$ cat src/hw/rtl/midi_pad_event_collector_top_macros.svh
// Assertion macros for the pad event collector. They assume a clock named clk and an
// active-low reset named rst_n in the scope where they are used.
`ifndef MIDI_PAD_EVENT_COLLECTOR_TOP_MACROS_SVH
`define MIDI_PAD_EVENT_COLLECTOR_TOP_MACROS_SVH

`ifndef SYNTHESIS
// The property must hold at every clock edge outside reset.
`define MPEC_ASSERT(label, prop) \
    label: assert property (@(posedge clk) disable iff (!rst_n) (prop)) \
        else $error("mpec assertion failed");
// The expression must never be true outside reset.
`define MPEC_ASSERT_NEVER(label, expr) \
    label: assert property (@(posedge clk) disable iff (!rst_n) !(expr)) \
        else $error("mpec forbidden condition seen");
`else
`define MPEC_ASSERT(label, prop)
`define MPEC_ASSERT_NEVER(label, expr)
`endif

`endif

$ cat src/hw/rtl/mpec_pkg.sv
package mpec_pkg;

    // Default sizes.
    localparam int LIST_DEPTH_DEF  = 16;
    localparam int FADER_COUNT_DEF = 9;

    // Status byte decoding.
    localparam logic [7:0] STATUS_MASK     = 8'hF0;
    localparam logic [7:0] STATUS_NOTE_ON  = 8'h90;
    localparam logic [7:0] STATUS_NOTE_OFF = 8'h80;
    localparam logic [7:0] STATUS_CTRL_CHG = 8'hB0;

    // The first fader sits at this controller number.
    localparam logic [7:0] FADER_BASE = 8'd48;

    // Result kinds.
    localparam logic [1:0] KIND_NOTE_ON  = 2'd0;
    localparam logic [1:0] KIND_NOTE_OFF = 2'd1;
    localparam logic [1:0] KIND_CTRL_CHG = 2'd2;

    // A search probe as it moves from one list cell to the next.
    typedef struct packed {
        logic       valid;
        logic       hit;
        logic [7:0] note;
    } mpec_probe_t;

endpackage

$ cat src/hw/rtl/mpec_cell.sv
module mpec_cell
    import mpec_pkg::*;
#(
    parameter int INDEX = 0,
    parameter int CNT_W = 5
)
(
    input  logic              clk,
    input  logic              rst_n,
    input  logic [CNT_W-1:0]  count,
    input  mpec_probe_t       probe_in,
    output mpec_probe_t       probe_out,
    input  logic              wr_en,
    input  logic [7:0]        wr_note
);

    logic [7:0]  entry_reg;
    mpec_probe_t probe_reg;
    mpec_probe_t probe_next;
    logic        live;

    // Only entries below the fill count take part in the search.
    assign live = CNT_W'(INDEX) < count;

    always_comb
    begin
        probe_next     = probe_in;
        probe_next.hit = probe_in.hit
                       | (probe_in.valid & live & (entry_reg == probe_in.note));
    end

    always_ff @(posedge clk or negedge rst_n)
    begin
        if (!rst_n)
        begin
            probe_reg <= '0;
        end
        else
        begin
            probe_reg <= probe_next;
        end
    end

    // The entry is written each time the list grows into this position.
    always_ff @(posedge clk)
    begin
        if (wr_en && (count == CNT_W'(INDEX)))
        begin
            entry_reg <= wr_note;
        end
    end

    assign probe_out = probe_reg;

endmodule

$ cat src/hw/rtl/mpec_list.sv
module mpec_list
    import mpec_pkg::*;
#(
    parameter int LIST_DEPTH = LIST_DEPTH_DEF,
    parameter int CNT_W      = $clog2(LIST_DEPTH + 1)
)
(
    input  logic              clk,
    input  logic              rst_n,
    input  logic              clear,
    input  logic              start,
    input  logic [7:0]        note,
    output logic              done,
    output logic              added,
    output logic [CNT_W-1:0]  count
);

    mpec_probe_t        chain [LIST_DEPTH+1];
    mpec_probe_t        tail;
    logic               append;
    logic [CNT_W-1:0]   count_reg;
    logic [CNT_W-1:0]   count_next;
    logic               done_reg;
    logic               added_reg;

    assign chain[0] = '{valid: start, hit: 1'b0, note: note};

    genvar gi;
    generate
        for (gi = 0; gi < LIST_DEPTH; gi++)
        begin : g_cell
            mpec_cell #(
                .INDEX (gi),
                .CNT_W (CNT_W)
            ) u_cell (
                .clk       (clk),
                .rst_n     (rst_n),
                .count     (count_reg),
                .probe_in  (chain[gi]),
                .probe_out (chain[gi+1]),
                .wr_en     (append),
                .wr_note   (tail.note)
            );
        end
    endgenerate

    assign tail = chain[LIST_DEPTH];

    // A probe that left the last cell without a match is appended if there is room.
    assign append = tail.valid && !tail.hit && (count_reg < CNT_W'(LIST_DEPTH));

    always_comb
    begin
        count_next = count_reg;
        if (clear)
        begin
            count_next = '0;
        end
        else if (append)
        begin
            count_next = count_reg + CNT_W'(1);
        end
    end

    always_ff @(posedge clk or negedge rst_n)
    begin
        if (!rst_n)
        begin
            count_reg <= '0;
            done_reg  <= 1'b0;
            added_reg <= 1'b0;
        end
        else
        begin
            count_reg <= count_next;
            done_reg  <= tail.valid;
            added_reg <= append;
        end
    end

    assign done  = done_reg;
    assign added = added_reg;
    assign count = count_reg;

endmodule

$ cat src/hw/rtl/midi_pad_event_collector_top.sv
// MIDI pad event collector. Each request carries either one raw MIDI byte (func low) or a
// command to empty the press and release lists (func high). A note-on, note-off or control
// change status byte starts a three-byte message; any other byte seen between messages is
// dropped, and once a message has started the next two bytes are taken as its data whatever
// their value. Every completed message yields one result: notes are added to the press or
// release list unless already present or the list is full, and control changes set one of
// FADER_COUNT fader levels counted from controller 48, or are flagged as ignored beyond them.
// The byte that finishes a note message launches a probe down a row of LIST_DEPTH list cells
// (16 by default), one cell per cycle, and the result is registered once the probe has left
// the last cell; no request is taken during that search. A finished control change lands in
// the output register in the same cycle. The output register holds one result, so bytes keep
// flowing while a result waits, but a byte that would finish a further message is held off
// until the output register has been emptied. The list entries have no reset; only entries
// below each list's count are ever compared.
`include "midi_pad_event_collector_top_macros.svh"

module midi_pad_event_collector_top
    import mpec_pkg::*;
#(
    parameter int LIST_DEPTH  = LIST_DEPTH_DEF,
    parameter int FADER_COUNT = FADER_COUNT_DEF
)
(
    input  logic        clk,
    input  logic        rst_n,
    input  logic        in_valid,
    output logic        in_ready,
    input  logic        func,
    input  logic [7:0]  byte_value,
    output logic        out_valid,
    input  logic        out_ready,
    output logic [1:0]  msg_kind,
    output logic [7:0]  number,
    output logic [7:0]  amount,
    output logic        newly_added,
    output logic        fader_ignored,
    output logic [4:0]  pressed_total,
    output logic [4:0]  released_total
);

    localparam int CNT_W = $clog2(LIST_DEPTH + 1);

    // Parser modes.
    localparam logic [1:0] MODE_IDLE = 2'd0;
    localparam logic [1:0] MODE_ON   = 2'd1;
    localparam logic [1:0] MODE_OFF  = 2'd2;
    localparam logic [1:0] MODE_CC   = 2'd3;

    // Control states.
    localparam logic CTL_READY  = 1'b0;
    localparam logic CTL_SEARCH = 1'b1;

    logic [1:0]        mode_reg;
    logic [1:0]        held_reg;
    logic [7:0]        num_reg;
    logic [7:0]        amt_reg;
    logic              ctl_reg;
    logic              ctl_next;

    logic              out_valid_reg;
    logic [1:0]        kind_reg;
    logic [7:0]        out_num_reg;
    logic [7:0]        out_amt_reg;
    logic              added_reg;
    logic              ignored_reg;
    logic [4:0]        press_tot_reg;
    logic [4:0]        rel_tot_reg;

    logic [7:0]        fader_reg [FADER_COUNT];

    logic              in_fire;
    logic              completing;
    logic              clear;
    logic              press_start;
    logic              rel_start;
    logic              cc_done;
    logic [7:0]        slot;
    logic              slot_ok;
    logic [7:0]        status_hi;

    logic              press_done;
    logic              press_added;
    logic [CNT_W-1:0]  press_count;
    logic              rel_done;
    logic              rel_added;
    logic [CNT_W-1:0]  rel_count;

    // The current byte finishes a message when two bytes of it are already held.
    assign completing = !func && (mode_reg != MODE_IDLE) && (held_reg == 2'd2);

    // Hold off a finishing byte while the output register is still occupied.
    assign in_ready = (ctl_reg == CTL_READY) && !(out_valid_reg && completing);
    assign in_fire  = in_valid && in_ready;

    assign clear       = in_fire && func;
    assign press_start = in_fire && completing && (mode_reg == MODE_ON);
    assign rel_start   = in_fire && completing && (mode_reg == MODE_OFF);
    assign cc_done     = in_fire && completing && (mode_reg == MODE_CC);

    // Fader slot is the controller number less 48, with lower numbers folded onto slot zero.
    assign slot    = (num_reg > FADER_BASE) ? (num_reg - FADER_BASE) : 8'd0;
    assign slot_ok = slot < 8'(FADER_COUNT);

    assign status_hi = byte_value & STATUS_MASK;

    // Message parser.
    always_ff @(posedge clk or negedge rst_n)
    begin
        if (!rst_n)
        begin
            mode_reg <= MODE_IDLE;
            held_reg <= 2'd0;
        end
        else if (in_fire && !func)
        begin
            if (mode_reg == MODE_IDLE)
            begin
                held_reg <= 2'd1;
                case (status_hi)
                    STATUS_NOTE_ON:  mode_reg <= MODE_ON;
                    STATUS_NOTE_OFF: mode_reg <= MODE_OFF;
                    STATUS_CTRL_CHG: mode_reg <= MODE_CC;
                    default:         mode_reg <= MODE_IDLE;
                endcase
            end
            else if (held_reg == 2'd1)
            begin
                held_reg <= 2'd2;
            end
            else
            begin
                held_reg <= 2'd0;
                mode_reg <= MODE_IDLE;
            end
        end
    end

    // Data bytes of the message being parsed.
    always_ff @(posedge clk)
    begin
        if (in_fire && !func && (mode_reg != MODE_IDLE))
        begin
            if (held_reg == 2'd1)
            begin
                num_reg <= byte_value;
            end
            else
            begin
                amt_reg <= byte_value;
            end
        end
    end

    // The press and release lists, each a row of search cells.
    mpec_list #(
        .LIST_DEPTH (LIST_DEPTH),
        .CNT_W      (CNT_W)
    ) u_press (
        .clk   (clk),
        .rst_n (rst_n),
        .clear (clear),
        .start (press_start),
        .note  (num_reg),
        .done  (press_done),
        .added (press_added),
        .count (press_count)
    );

    mpec_list #(
        .LIST_DEPTH (LIST_DEPTH),
        .CNT_W      (CNT_W)
    ) u_release (
        .clk   (clk),
        .rst_n (rst_n),
        .clear (clear),
        .start (rel_start),
        .note  (num_reg),
        .done  (rel_done),
        .added (rel_added),
        .count (rel_count)
    );

    // While a list search runs no request is taken.
    always_comb
    begin
        ctl_next = ctl_reg;
        unique case (ctl_reg)
            CTL_READY:
            begin
                if (press_start || rel_start)
                begin
                    ctl_next = CTL_SEARCH;
                end
            end
            CTL_SEARCH:
            begin
                if (press_done || rel_done)
                begin
                    ctl_next = CTL_READY;
                end
            end
            default:
            begin
                ctl_next = CTL_READY;
            end
        endcase
    end

    always_ff @(posedge clk or negedge rst_n)
    begin
        if (!rst_n)
        begin
            ctl_reg <= CTL_READY;
        end
        else
        begin
            ctl_reg <= ctl_next;
        end
    end

    // Fader levels.
    always_ff @(posedge clk or negedge rst_n)
    begin
        if (!rst_n)
        begin
            for (int i = 0; i < FADER_COUNT; i++)
            begin
                fader_reg[i] <= 8'd0;
            end
        end
        else if (cc_done)
        begin
            for (int i = 0; i < FADER_COUNT; i++)
            begin
                if (slot == 8'(i))
                begin
                    fader_reg[i] <= byte_value;
                end
            end
        end
    end

    // Output register. A control change loads it directly; a note loads it when its list
    // search has finished, by which time the list count already includes the new entry.
    always_ff @(posedge clk or negedge rst_n)
    begin
        if (!rst_n)
        begin
            out_valid_reg <= 1'b0;
        end
        else if (cc_done || press_done || rel_done)
        begin
            out_valid_reg <= 1'b1;
        end
        else if (out_ready)
        begin
            out_valid_reg <= 1'b0;
        end
    end

    always_ff @(posedge clk)
    begin
        if (cc_done)
        begin
            kind_reg      <= KIND_CTRL_CHG;
            out_num_reg   <= num_reg;
            out_amt_reg   <= byte_value;
            added_reg     <= 1'b0;
            ignored_reg   <= !slot_ok;
            press_tot_reg <= 5'(press_count);
            rel_tot_reg   <= 5'(rel_count);
        end
        else if (press_done || rel_done)
        begin
            kind_reg      <= press_done ? KIND_NOTE_ON : KIND_NOTE_OFF;
            out_num_reg   <= num_reg;
            out_amt_reg   <= amt_reg;
            added_reg     <= press_done ? press_added : rel_added;
            ignored_reg   <= 1'b0;
            press_tot_reg <= 5'(press_count);
            rel_tot_reg   <= 5'(rel_count);
        end
    end

    assign out_valid      = out_valid_reg;
    assign msg_kind       = kind_reg;
    assign number         = out_num_reg;
    assign amount         = out_amt_reg;
    assign newly_added    = added_reg;
    assign fader_ignored  = ignored_reg;
    assign pressed_total  = press_tot_reg;
    assign released_total = rel_tot_reg;

    // A list only reports back while a search is outstanding.
    `MPEC_ASSERT(a_done_in_search, (press_done || rel_done) |-> (ctl_reg == CTL_SEARCH))
    // Only one list is ever searched at a time.
    `MPEC_ASSERT_NEVER(a_one_list, press_done && rel_done)
    // A note reported as added leaves its list non-empty.
    `MPEC_ASSERT(a_added_count, (press_done && press_added) |-> (press_count != '0))

endmodule
$ cat config.mk
export PLATFORM = sky130hd
export DESIGN_NAME = midi_pad_event_collector_top
export DESIGN_NICKNAME = d
export VERILOG_FILES = /design/src/hw/rtl/mpec_pkg.sv /design/src/hw/rtl/mpec_cell.sv /design/src/hw/rtl/mpec_list.sv /design/src/hw/rtl/midi_pad_event_collector_top.sv
export VERILOG_INCLUDE_DIRS = /design/src /design/src/hw/rtl
export SDC_FILE = /design/constraint.sdc
export NUM_CORES = 1
export LEC_CHECK = 0
export ABC_CLOCK_PERIOD_IN_PS = 2500
export BUFFER_PORTS_ARGS = -buffer_cell sky130_fd_sc_hd__buf_2
export CAP_MARGIN = 10
export CORE_MARGIN = 2
export CORE_UTILIZATION = 47
export DETAILED_ROUTE_END_ITERATION = 8
export PLACE_DENSITY = 0.7
export SLEW_MARGIN = 10
export SYNTH_ARGS = -nofsm -noshare
export SYNTH_HDL_FRONTEND = slang
export SYNTH_HIERARCHICAL = 1
export SYNTH_SLANG_ARGS = --single-unit
$ cat constraint.sdc
create_clock -name clk -period 2.5 [get_ports clk]
set_input_delay 0.25 -clock clk [delete_from_list [all_inputs] [get_ports clk]]
set_output_delay 0.25 -clock clk [all_outputs]
set_load 0.05 [all_outputs]
# Word-level counts from Yosys, hierarchy flattened
# Cells that the tools add are included.
word_totals:
  out_inout_bits: 32
  mem_bits_ro: 0
  latch_bits: 0
  reg_bits: 514
  mem_bits_rw: 0
  memories: 0
op_classes:
  n_mux: 27
  order_cmp: 36
  shift: 0
  mul: 0
  n_eq_ne: 71
  add_sub_neg: 3
  n_reduce_logical: 68
  div_mod_pow: 0
  n_bitwise: 96
ops:
  columns: ["cell", "count"]
  rows:
  - ["== test 8 bit", 32]
  - ["== test 5 x 4 -> 1 bit (second input constant)", 16]
  - ["< comparator 4 x 5 -> 1 bit (first input constant)", 16]
  - ["AND 1 bit", 64]
  - ["logical AND 1 bit", 48]
  - ["== test 5 x 3 -> 1 bit (second input constant)", 8]
  - ["< comparator 3 x 5 -> 1 bit (first input constant)", 8]
  - ["2-to-1 mux 5 bit", 8]
  - ["2-to-1 mux 8 bit", 5]
  - ["OR 1 bit", 30]
  - ["== test 5 x 2 -> 1 bit (second input constant)", 4]
  - ["< comparator 1 x 5 -> 1 bit (first input constant)", 4]
  - ["< comparator 2 x 5 -> 1 bit (first input constant)", 4]
  - ["== test 4 bit (second input constant)", 3]
  - ["adder 5 x 1 -> 5 bit (second input constant)", 2]
  - ["== test 5 x 1 -> 1 bit (second input constant)", 2]
  - ["zero test 5 bit", 2]
  - ["< comparator 5 bit (second input constant)", 2]
  - ["nonzero test 2 bit", 5]
  - ["> comparator 8 x 6 -> 1 bit (second input constant)", 1]
  - ["< comparator 8 x 4 -> 1 bit (second input constant)", 1]
  - ["2-to-1 mux 1 bit", 8]
  - ["2-to-1 mux 2 bit", 4]
  - ["subtractor 8 x 6 -> 8 bit (second input constant)", 1]
  - ["10 further kinds", 23]

# Logic depth before layout (Yosys ltp)
# Gate-level depths: netlist (run 1).
logic_depth:
  depth_word: 12
  depth_mapped: 5

# By module
# The synthesis (run 1) kept the hierarchy.
modules_own_cells:
  columns: ["module", "cells_per_inst", "seq_area_each_um2", "area_per_inst_um2", "instances"]
  rows:
  - ["mpec_cell at u_press.g_cell[2].u_cell ...", 34, 490.5, 624.3, 4]
  - ["mpec_cell at u_press.g_cell[10].u_cell ...", 35, 490.5, 621.8, 4]
  - ["midi_pad_event_collector_top", 114, 1501.4, 1954.4, 1]
  - ["mpec_cell at u_press.g_cell[12].u_cell ...", 35, 490.5, 619.3, 2]
  - ["mpec_cell at u_press.g_cell[5].u_cell ...", 32, 490.5, 618.1, 2]
  - ["mpec_cell at u_press.g_cell[4].u_cell ...", 34, 490.5, 616.8, 2]
  - ["mpec_cell at u_press.g_cell[13].u_cell ...", 35, 490.5, 615.6, 2]
  - ["mpec_cell at u_press.g_cell[9].u_cell ...", 34, 490.5, 611.8, 2]
  - ["mpec_cell at u_press.g_cell[3].u_cell ...", 32, 490.5, 610.6, 2]
  - ["mpec_cell at u_press.g_cell[15].u_cell ...", 33, 490.5, 609.3, 2]
  - ["mpec_cell at u_press.g_cell[1].u_cell ...", 31, 490.5, 609.3, 2]
  - ["mpec_cell at u_press.g_cell[0].u_cell ...", 34, 490.5, 605.6, 2]
  - ["mpec_cell at u_press.g_cell[14].u_cell ...", 32, 490.5, 605.6, 2]
  - ["mpec_cell at u_press.g_cell[11].u_cell ...", 32, 490.5, 604.3, 2]
  - ["+2 rows", null, null, null, null]

# Least setup slack after synthesis (run 1)
# No wires, ideal clock.
synth_timing:
  path_type: "register to register"
  from: "register out_valid_reg (netlist: out_valid)"
  to: "register out_amt_reg[0] (netlist: amount[0]) (enable)"
  required_time_ns: 2.116
  arrival_ns: 2.612
  period_less_slack_ns: 2.996
  path_slack_ns: -0.496
  n_path_buf: 1
  stages_incl_launch_ff: 6
  cell_sequence: "dfrtp_1 > or4b_1 > or4b_4 > or2_1 > buf_6 > nand2_1"
synth_between:
  elab_chain_cells: 7
synth_rtl:
  columns: ["item", "line_no", "text"]
  rows:
  - ["start, declared", "midi_pad_event_collector_top.sv:60", "logic out_valid_reg;"]
  - ["start signal, assigned", "midi_pad_event_collector_top.sv:249", "out_valid_reg <= 1'b0;"]
  - ["start signal, assigned", "midi_pad_event_collector_top.sv:253", "out_valid_reg <= 1'b1;"]
  - ["start signal, assigned", "midi_pad_event_collector_top.sv:257", "out_valid_reg <= 1'b0;"]
  - ["logical AND 1 bit", "midi_pad_event_collector_top.sv:92", "assign in_ready = (ctl_reg == CTL_READY) && !(out_valid_reg && completing);"]
  - ["zero test 1 bit", "midi_pad_event_collector_top.sv:92", null]
  - ["logical AND 1 bit", "midi_pad_event_collector_top.sv:92", null]
  - ["logical AND 1 bit", "midi_pad_event_collector_top.sv:93", "assign in_fire = in_valid && in_ready;"]
  - ["logical AND 1 bit (2 in a row)", "midi_pad_event_collector_top.sv:98", "assign cc_done = in_fire && completing && (mode_reg == MODE_CC);"]
  - ["nonzero test 2 bit (no line)", null, null]
  - ["end signal, assigned", "midi_pad_event_collector_top.sv:267", "out_amt_reg <= byte_value;"]
  - ["end signal, assigned", "midi_pad_event_collector_top.sv:277", "out_amt_reg <= amt_reg;"]
  - ["end, declared", "midi_pad_event_collector_top.sv:63", "logic [7:0] out_amt_reg;"]
# No other way between the ends.
# A chain may end at the register's enable or synchronous reset.

# Worst setup path in the final report (run 1)
layout_timing:
  from: "register out_valid_reg (netlist: out_valid)"
  to: "register out_amt_reg[6] (netlist: amount[6]), data pin"
layout_between:
  elab_chain_cells: 7
layout_rtl:
  columns: ["item", "line_no", "text"]
  rows:
  - ["logical AND 1 bit", "midi_pad_event_collector_top.sv:92", null]
  - ["zero test 1 bit", "midi_pad_event_collector_top.sv:92", null]
  - ["logical AND 1 bit", "midi_pad_event_collector_top.sv:92", null]
  - ["logical AND 1 bit", "midi_pad_event_collector_top.sv:93", null]
  - ["logical AND 1 bit (2 in a row)", "midi_pad_event_collector_top.sv:98", null]
  - ["2-to-1 mux 8 bit", "midi_pad_event_collector_top.sv:263", "if (cc_done)"]
# No other way between the ends.

==> flow_summary.json, run 1 <==
{
  "nNetsFinal": 1417,
  "ir_drop_uv": 871,
  "drive_gt1_frac": 0.168,
  "combPwrFrac": 0.016,
  "avgRoutedWirePerCell_um": 20.5,
  "cp_max_fo": 8,
  "postSynthNetCount": 1246,
  "path_class": "reg2reg",
  "clk_pin_slew_ns": 0.07,
  "worstMarginPinSlew_ns": 1.02,
  "first_pass_iters": 5,
  "dp.cells": 1938,
  "overflow": 0,
  "io_buffers": 44,
  "hold_class": "in2reg",
  "die_x_um": 221,
  "grt.total_usage": 0.176,
  "worst_slack_ns": 0.0896,
  "yosys_warnings": 6,
  "p_per_area_nw_per_um2": 783,
  "viasPerCell": 5.22,
  "synthTopCellsByCount": "340 x dfrtp_1, 299 x edfxtp_1, 135 x xnor2_1",
  "drt_iter0_drc": 785,
  "grt_pass1_vias": 11433,
  "boundaryPins": 45,
  "antenna_found_initial": 0,
  "synth_top_cell_area_share": 0.405,
  "dieArea_um2": 49000,
  "cts.htree.levels": 2,
  "ys_seq_area_frac": 0.791,
  "swShare": 0.193,
  "numCtsBuffers": 58,
  "finalPower_mw": 20.2,
  "status": "finished, final reports clean",
  "crit_path_end_kind": "register",
  "start_kind": "register",
  "whs_path_depth": 3,
  "synth_cells": 1230,
  "cpPeakStageDelay_ns": 0.54,
  "core_um2": 46600,
  "clock_sinks": 642,
  "power_frac_seq": 0.548,
  "finalCritPeriodShare": 0.964,
  "rsz0062_at_grt": "no",
  "post_cts_buffers": 0,
  "critPathTopFamily": "simple AND/OR/NAND/NOR gates",
  "path_cells": "or4b_1 > or4b_4 > or2_4 > mux2_4",
  "finalCriticalPeriod_ns": 2.41,
  "drv_cap": 0,
  "p_leak_nw": 9.79,
  "finalNonFillerCells": 2057,
  "synthTopCellsByArea": "edfxtp_1 40%, dfrtp_1 38%, xnor2_1 5.3%",
  "critPathArrivalTime_ns": 2.74,
  "hold_viol": 0,
  "nFillCells": 3460,
  "setup_tns_ns": 0,
  "drtAntennaViolNets": 0,
  "root_buffer": "clkbuf_16",
  "placement.cell_area_um2": 23800,
  "max_freq_ghz": 0.415,
  "drt-total-wl_um": 42100,
  "gp_congestion": 0.798,
  "diodes": 0,
  "r2r_slack_ns": 0.09,
  "worst-path-buf-inv": 0,
  "syn_avg_cell_area_um2": 18.0,
  "grt_pass1_wl_um": 66900,
  "cp_data_required_time_ns": 2.83,
  "slew_violations": 0,
  "design_area_um2": 25800,
  "dp_hpwl_um": 26200,
  "clock_latency_ns": 0.59,
  "async_reset_ff_frac": 0.530,
  "ys_types": 57,
  "synth_top_cell_by_area": "edfxtp_1",
  "grt_max_degree": 84,
  "finalSetupViolations": 0,
  "skew_ns": 0.0198,
  "die_h_um": 221,
  "core.rowCount": 79,
  "vias": 10744,
  "synthToLayoutAreaGrowth_pct": 16.1,
  "pre_cts_ws_ns": -0.0196,
  "start_util": 0.477,
  "cp_slowest_cell": "or4b_1",
  "maxSlewHeadroom": 0.315,
  "drc": 0,
  "cts.path.max_buffers": 3,
  "post-synth-top-count-cell": "dfrtp_1",
  "clock_power_share": 0.436,
  "reg2reg_depth": 4,
  "yosys_register_bits": 642,
  "p_int_mw": 16.3,
  "synth_area_um2": 22200,
  "p_switching_mw": 3.89,
  "cp.depth": 4,
  "ys.flop_type": "dfrtp_1",
  "synth_edf_count": 299,
  "cts_tree": "yes"
}
[cells in the final DEF (no fill, tap or decap), drive strengths merged, types with 10 or more instances in the layout]
cell type    instances
nor4                41
o41ai               14
a41o                12
nor2                30
clkinv              15
dfrtp              340
nand4               20
buf                102
nor3                18
nand3               17
xnor2              135
edfxtp             299
dlygate4sd3         10
nand2               30
clkbuf              86
xor2               127
mux2                11
inv                 20
[final timing paths]
check | from | end
worst max-delay path | out_valid$_DFFE_PN0P_ | amount[6]$_DFFE_PP_
max in group asynchronous | rst_n | u_press/g_cell[15].u_cell/probe_out[7]$_DFF_PN0_
worst max register to register | out_valid$_DFFE_PN0P_ | amount[6]$_DFFE_PP_
worst min register to register | u_press/g_cell[5].u_cell/probe_out[9]$_DFF_PN0_ | u_press/g_cell[6].u_cell/probe_out[9]$_DFF_PN0_
worst min-delay path | in_valid | u_release/g_cell[0].u_cell/probe_out[9]$_DFF_PN0_
min in group asynchronous | rst_n | u_press/g_cell[4].u_cell/probe_out[6]$_DFF_PN0_
[worst min-delay path: cells and delay by family]
kind / cells / cell delay [ns]
buffers and inverters: 1 / 0.12
AND/OR/NAND/NOR: 2 / 0.29
[through the flow]
step	utilization	hold slack, ns
3_3_place_gp	0.510	0.333
2_1_floorplan	-	-0.0456
6_report	0.554	0.114
4_1_cts	0.554	0.0816
5_1_grt	0.554	0.108
3_5_place_dp	0.510	0.340
[layout make-up]
type	count	area [um2]	area share
clock buffers	86	1640	0.0635
clock inverters	23	270	0.0105
inverters	18	67.6	0.00262
multi-input cells	569	4620	0.179
flip-flops and latches	642	17500	0.681
well taps	607	759	0.0295
repair buffers	112	866	0.0336
[kinds of logic after synthesis]
| family | count (synthesis) | share of synthesized area |
|---|---|---|
| DFF | 642 | 0.791 |
| xor gates and xnor gates | 262 | 0.103 |
| muxes | 14 | 0.00761 |
| AOI/OAI and AO/OA | 72 | 0.0306 |
| adders and majority gates | 3 | 0.00169 |
| other | 2 | 0.000338 |
| buffers and inverters | 19 | 0.00355 |
| and+or+nand+nor | 216 | 0.0623 |
[repair_timing]
| action | 4_1_cts | 5_1_grt |
|---|---|---|
| hold buffers | 10 | 0 |
| resized for setup | 2 | 0 |
| endpoints found under the hold margin | 90 | 0 |
| endpoints found under the setup margin | 32 | 0 |
[metal layers]
metal | GRT usage | vias up | share of wire
li1 | - | 4813 | -
met1 | 0.252 | 5600 | 0.45
met2 | 0.282 | 269 | 0.48
met3 | 0.0329 | 62 | 0.054
met4 | 0.0435 | 0 | 0.018
met5 | 0 | - | 0
[power by group through the flow]
| stage | clock [mW] | combinational, mW | sequential (mW) |
|---|---|---|---|
| after floorplan | 0 | 0.0672 | 11.3 |
| after global placement | 0 | 0.299 | 11.3 |
| after detailed placement | 0 | 0.307 | 11.3 |
| after CTS | 8.94 | 0.323 | 11.1 |
| after global routing | 9.39 | 0.358 | 11.1 |
| final | 8.79 | 0.315 | 11.1 |
(Power assumes the default switching activity.)
==> run 2: changes to the inputs <==
--- a/config.mk
+++ b/config.mk
@@ -6,13 +6,12 @@
 export SDC_FILE = /design/constraint.sdc
 export NUM_CORES = 1
 export LEC_CHECK = 0
-export ABC_CLOCK_PERIOD_IN_PS = 2500
+export ABC_CLOCK_PERIOD_IN_PS = 2910
 export BUFFER_PORTS_ARGS = -buffer_cell sky130_fd_sc_hd__buf_2
-export CAP_MARGIN = 10
 export CORE_MARGIN = 2
 export CORE_UTILIZATION = 47
 export DETAILED_ROUTE_END_ITERATION = 8
-export PLACE_DENSITY = 0.7
+export PLACE_DENSITY = 0.68
 export SLEW_MARGIN = 10
 export SYNTH_ARGS = -nofsm -noshare
 export SYNTH_HDL_FRONTEND = slang
==> constraint.sdc (replaced) <==
create_clock -name clk -period 2.91 [get_ports clk]
set_input_delay 0.291 -clock clk [delete_from_list [all_inputs] [get_ports clk]]
set_output_delay 0.291 -clock clk [all_outputs]
set_load 0.05 [all_outputs]
==> run 2 against run 1 <==
Compared with the run above: clock skew increased by 0.0039 ns; register-to-register slack improved by 0.18 ns; sequential share of layout area grew 0.44 points; clock-buffer cell count down 2; first-iteration DRC count rose by 0.51%; critical path depth up 1.
==> flow_summary.json, run 2 (synthesis gave the netlist of run 1 again) <==
{
  "status": "finished, final reports clean",
  "core_um2": 46600,
  "finalSetupViolations": 0,
  "cts.path.max_buffers": 3,
  "grt.total_usage": 0.171,
  "reg2reg_to": "released_total[0]$_DFFE_PP_",
  "mostFrequentLayoutCells": "340 x dfrtp_1, 299 x edfxtp_1, 135 x xnor2_1",
  "min_from": "func",
  "fin_util": 0.550,
  "p_switching_mw": 3.40,
  "vias": 10641,
  "hold_viol": 0,
  "ctsResizeCount": 0,
  "cts_tree": "yes",
  "boundaryPins": 45,
  "finalCritPeriodShare": 0.906,
  "rsz0062_at_grt": "no",
  "skew_ns": 0.0237,
  "grt_max_degree": 94,
  "die_h_um": 221,
  "nNetsFinal": 1397,
  "finalCriticalPeriod_ns": 2.64,
  "hold_class": "in2reg",
  "p_per_area_nw_per_um2": 683,
  "critPathTopFamily": "simple AND/OR/NAND/NOR gates",
  "power_frac_seq": 0.544,
  "setup_tns_ns": 0,
  "io_buffers": 44,
  "clock_latency_ns": 0.60,
  "dp_hpwl_um": 25500,
  "reg2reg_depth": 5,
  "cpPeakStageDelay_ns": 0.53,
  "root_buffer": "clkbuf_16",
  "critPathArrivalTime_ns": 2.94,
  "ir_drop_uv": 593,
  "grt_pass1_vias": 11128,
  "final_common_cell": "dfrtp_1",
  "max_freq_ghz": 0.379,
  "drc": 0,
  "cts.htree.levels": 2,
  "worstMarginPinSlew_ns": 1.09,
  "drive_gt1_frac": 0.159,
  "r2r_slack_ns": 0.27,
  "slew_violations": 0,
  "swShare": 0.195,
  "start_util": 0.477,
  "clock_power_share": 0.442,
  "dieArea_um2": 49000,
  "drtAntennaViolNets": 0,
  "worst-path-buf-inv": 1,
  "path_class": "reg2reg",
  "combPwrFrac": 0.014,
  "whs_path_depth": 4,
  "worstSetupStartpoint": "out_valid$_DFFE_PN0P_",
  "rr_startpoint": "out_valid$_DFFE_PN0P_",
  "antenna_found_initial": 0,
  "drt-total-wl_um": 41200,
  "drv_cap": 0,
  "first_pass_iters": 5,
  "clock_sinks": 642,
  "start_kind": "register",
  "p_int_mw": 14.1,
  "cp_data_required_time_ns": 3.21,
  "avgRoutedWirePerCell_um": 20.2,
  "nFillCells": 3512,
  "die_x_um": 221,
  "gp_congestion": 0.805,
  "overflow": 0,
  "clk_pin_slew_ns": 0.06,
  "cp_slowest_cell": "or4b_4",
  "path_cells": "or4b_1 > or4b_4 > or2_1 > nand2_2 > buf_12",
  "cp.depth": 5,
  "crit_end": "released_total[0]$_DFFE_PP_",
  "drt_iter0_drc": 789,
  "cp_max_fo": 22,
  "core.rowCount": 79,
  "maxSlewHeadroom": 0.269,
  "crit_path_end_kind": "register",
  "numCtsBuffers": 58,
  "viasPerCell": 5.22,
  "diodes": 0,
  "synthToLayoutAreaGrowth_pct": 15.3,
  "grt_pass1_wl_um": 64700,
  "p_leak_nw": 9.72
}
[run 2: cell count changes in the layout (fill, tap and decap cells not counted), sizes merged]
cell / change
buf: -20
bufinv: -1
clkbuf: -2
clkinv: +5
clkinvlp: +1
inv: -2
[run 2: worst min-delay path: cells and delay by family]
kind,cells,cell delay (ns)
simple gates,2,0.18
buf+inv,1,0.11
compound gates,1,0.08
[run 2: layer usage]
| layer | vias up | share of wire | global-route usage |
|---|---|---|---|
| li1 | 4765 | - | - |
| met1 | 5548 | 0.45 | 0.246 |
| met2 | 253 | 0.47 | 0.266 |
| met3 | 75 | 0.052 | 0.0328 |
| met4 | 0 | 0.026 | 0.0539 |
| met5 | - | 0 | 0 |
[run 2: worst min-delay path by stage]
stage                                                            endpoint  slack, ns
final                                             mode_reg[0]$_DFFE_PN0P_       0.11
after global routing      u_press/g_cell[0].u_cell/probe_out[9]$_DFF_PN0_       0.14
after CTS                                         mode_reg[0]$_DFFE_PN0P_       0.08
after detailed placement  u_press/g_cell[7].u_cell/probe_out[9]$_DFF_PN0_       0.36
after global placement    u_press/g_cell[7].u_cell/probe_out[9]$_DFF_PN0_       0.35
after floorplan                                         ctl_reg$_DFF_PN0_     -0.005
[run 2: power groups by stage]
stage	combinational (mW)	sequential [mW]	clock, mW
6_report	0.238	9.51	7.73
5_1_grt	0.271	9.51	8.24
4_1_cts	0.246	9.51	7.88
3_5_place_dp	0.234	9.69	0
3_3_place_gp	0.229	9.69	0
2_1_floorplan	0.0568	9.69	0
[run 2: cell type report]
class / instances / area [um2] / share of cell area
Clock buffer: 84 / 1710 / 0.0669
Sequential cell: 642 / 17500 / 0.685
Tap cell: 607 / 759 / 0.0297
Multi-Input combinational cell: 569 / 4570 / 0.179
Clock inverter: 26 / 278 / 0.0108
Timing Repair Buffer: 92 / 666 / 0.0260
Inverter: 18 / 67.6 / 0.00264
[run 2: timing repair]
action                                 CTS  global route
setup buffers                            0             0
endpoints found under the hold margin  103             0
hold buffers                            10             0
[run 2: stage by stage]
step | power (mW) | std cells | hold slack [ns] | area [um2] | setup slack (ns)
6_report | 17.5 | 2038 | 0.108 | 25600 | 0.273
3_5_place_dp | 9.92 | 1918 | 0.356 | 23500 | 0.261
5_1_grt | 18.0 | 2038 | 0.140 | 25600 | 0.209
2_1_floorplan | 9.75 | 1230 | -0.00459 | 22200 | 0.175
3_3_place_gp | 9.92 | 1918 | 0.354 | 23500 | 0.302
4_1_cts | 17.6 | 2038 | 0.0826 | 25600 | 0.269
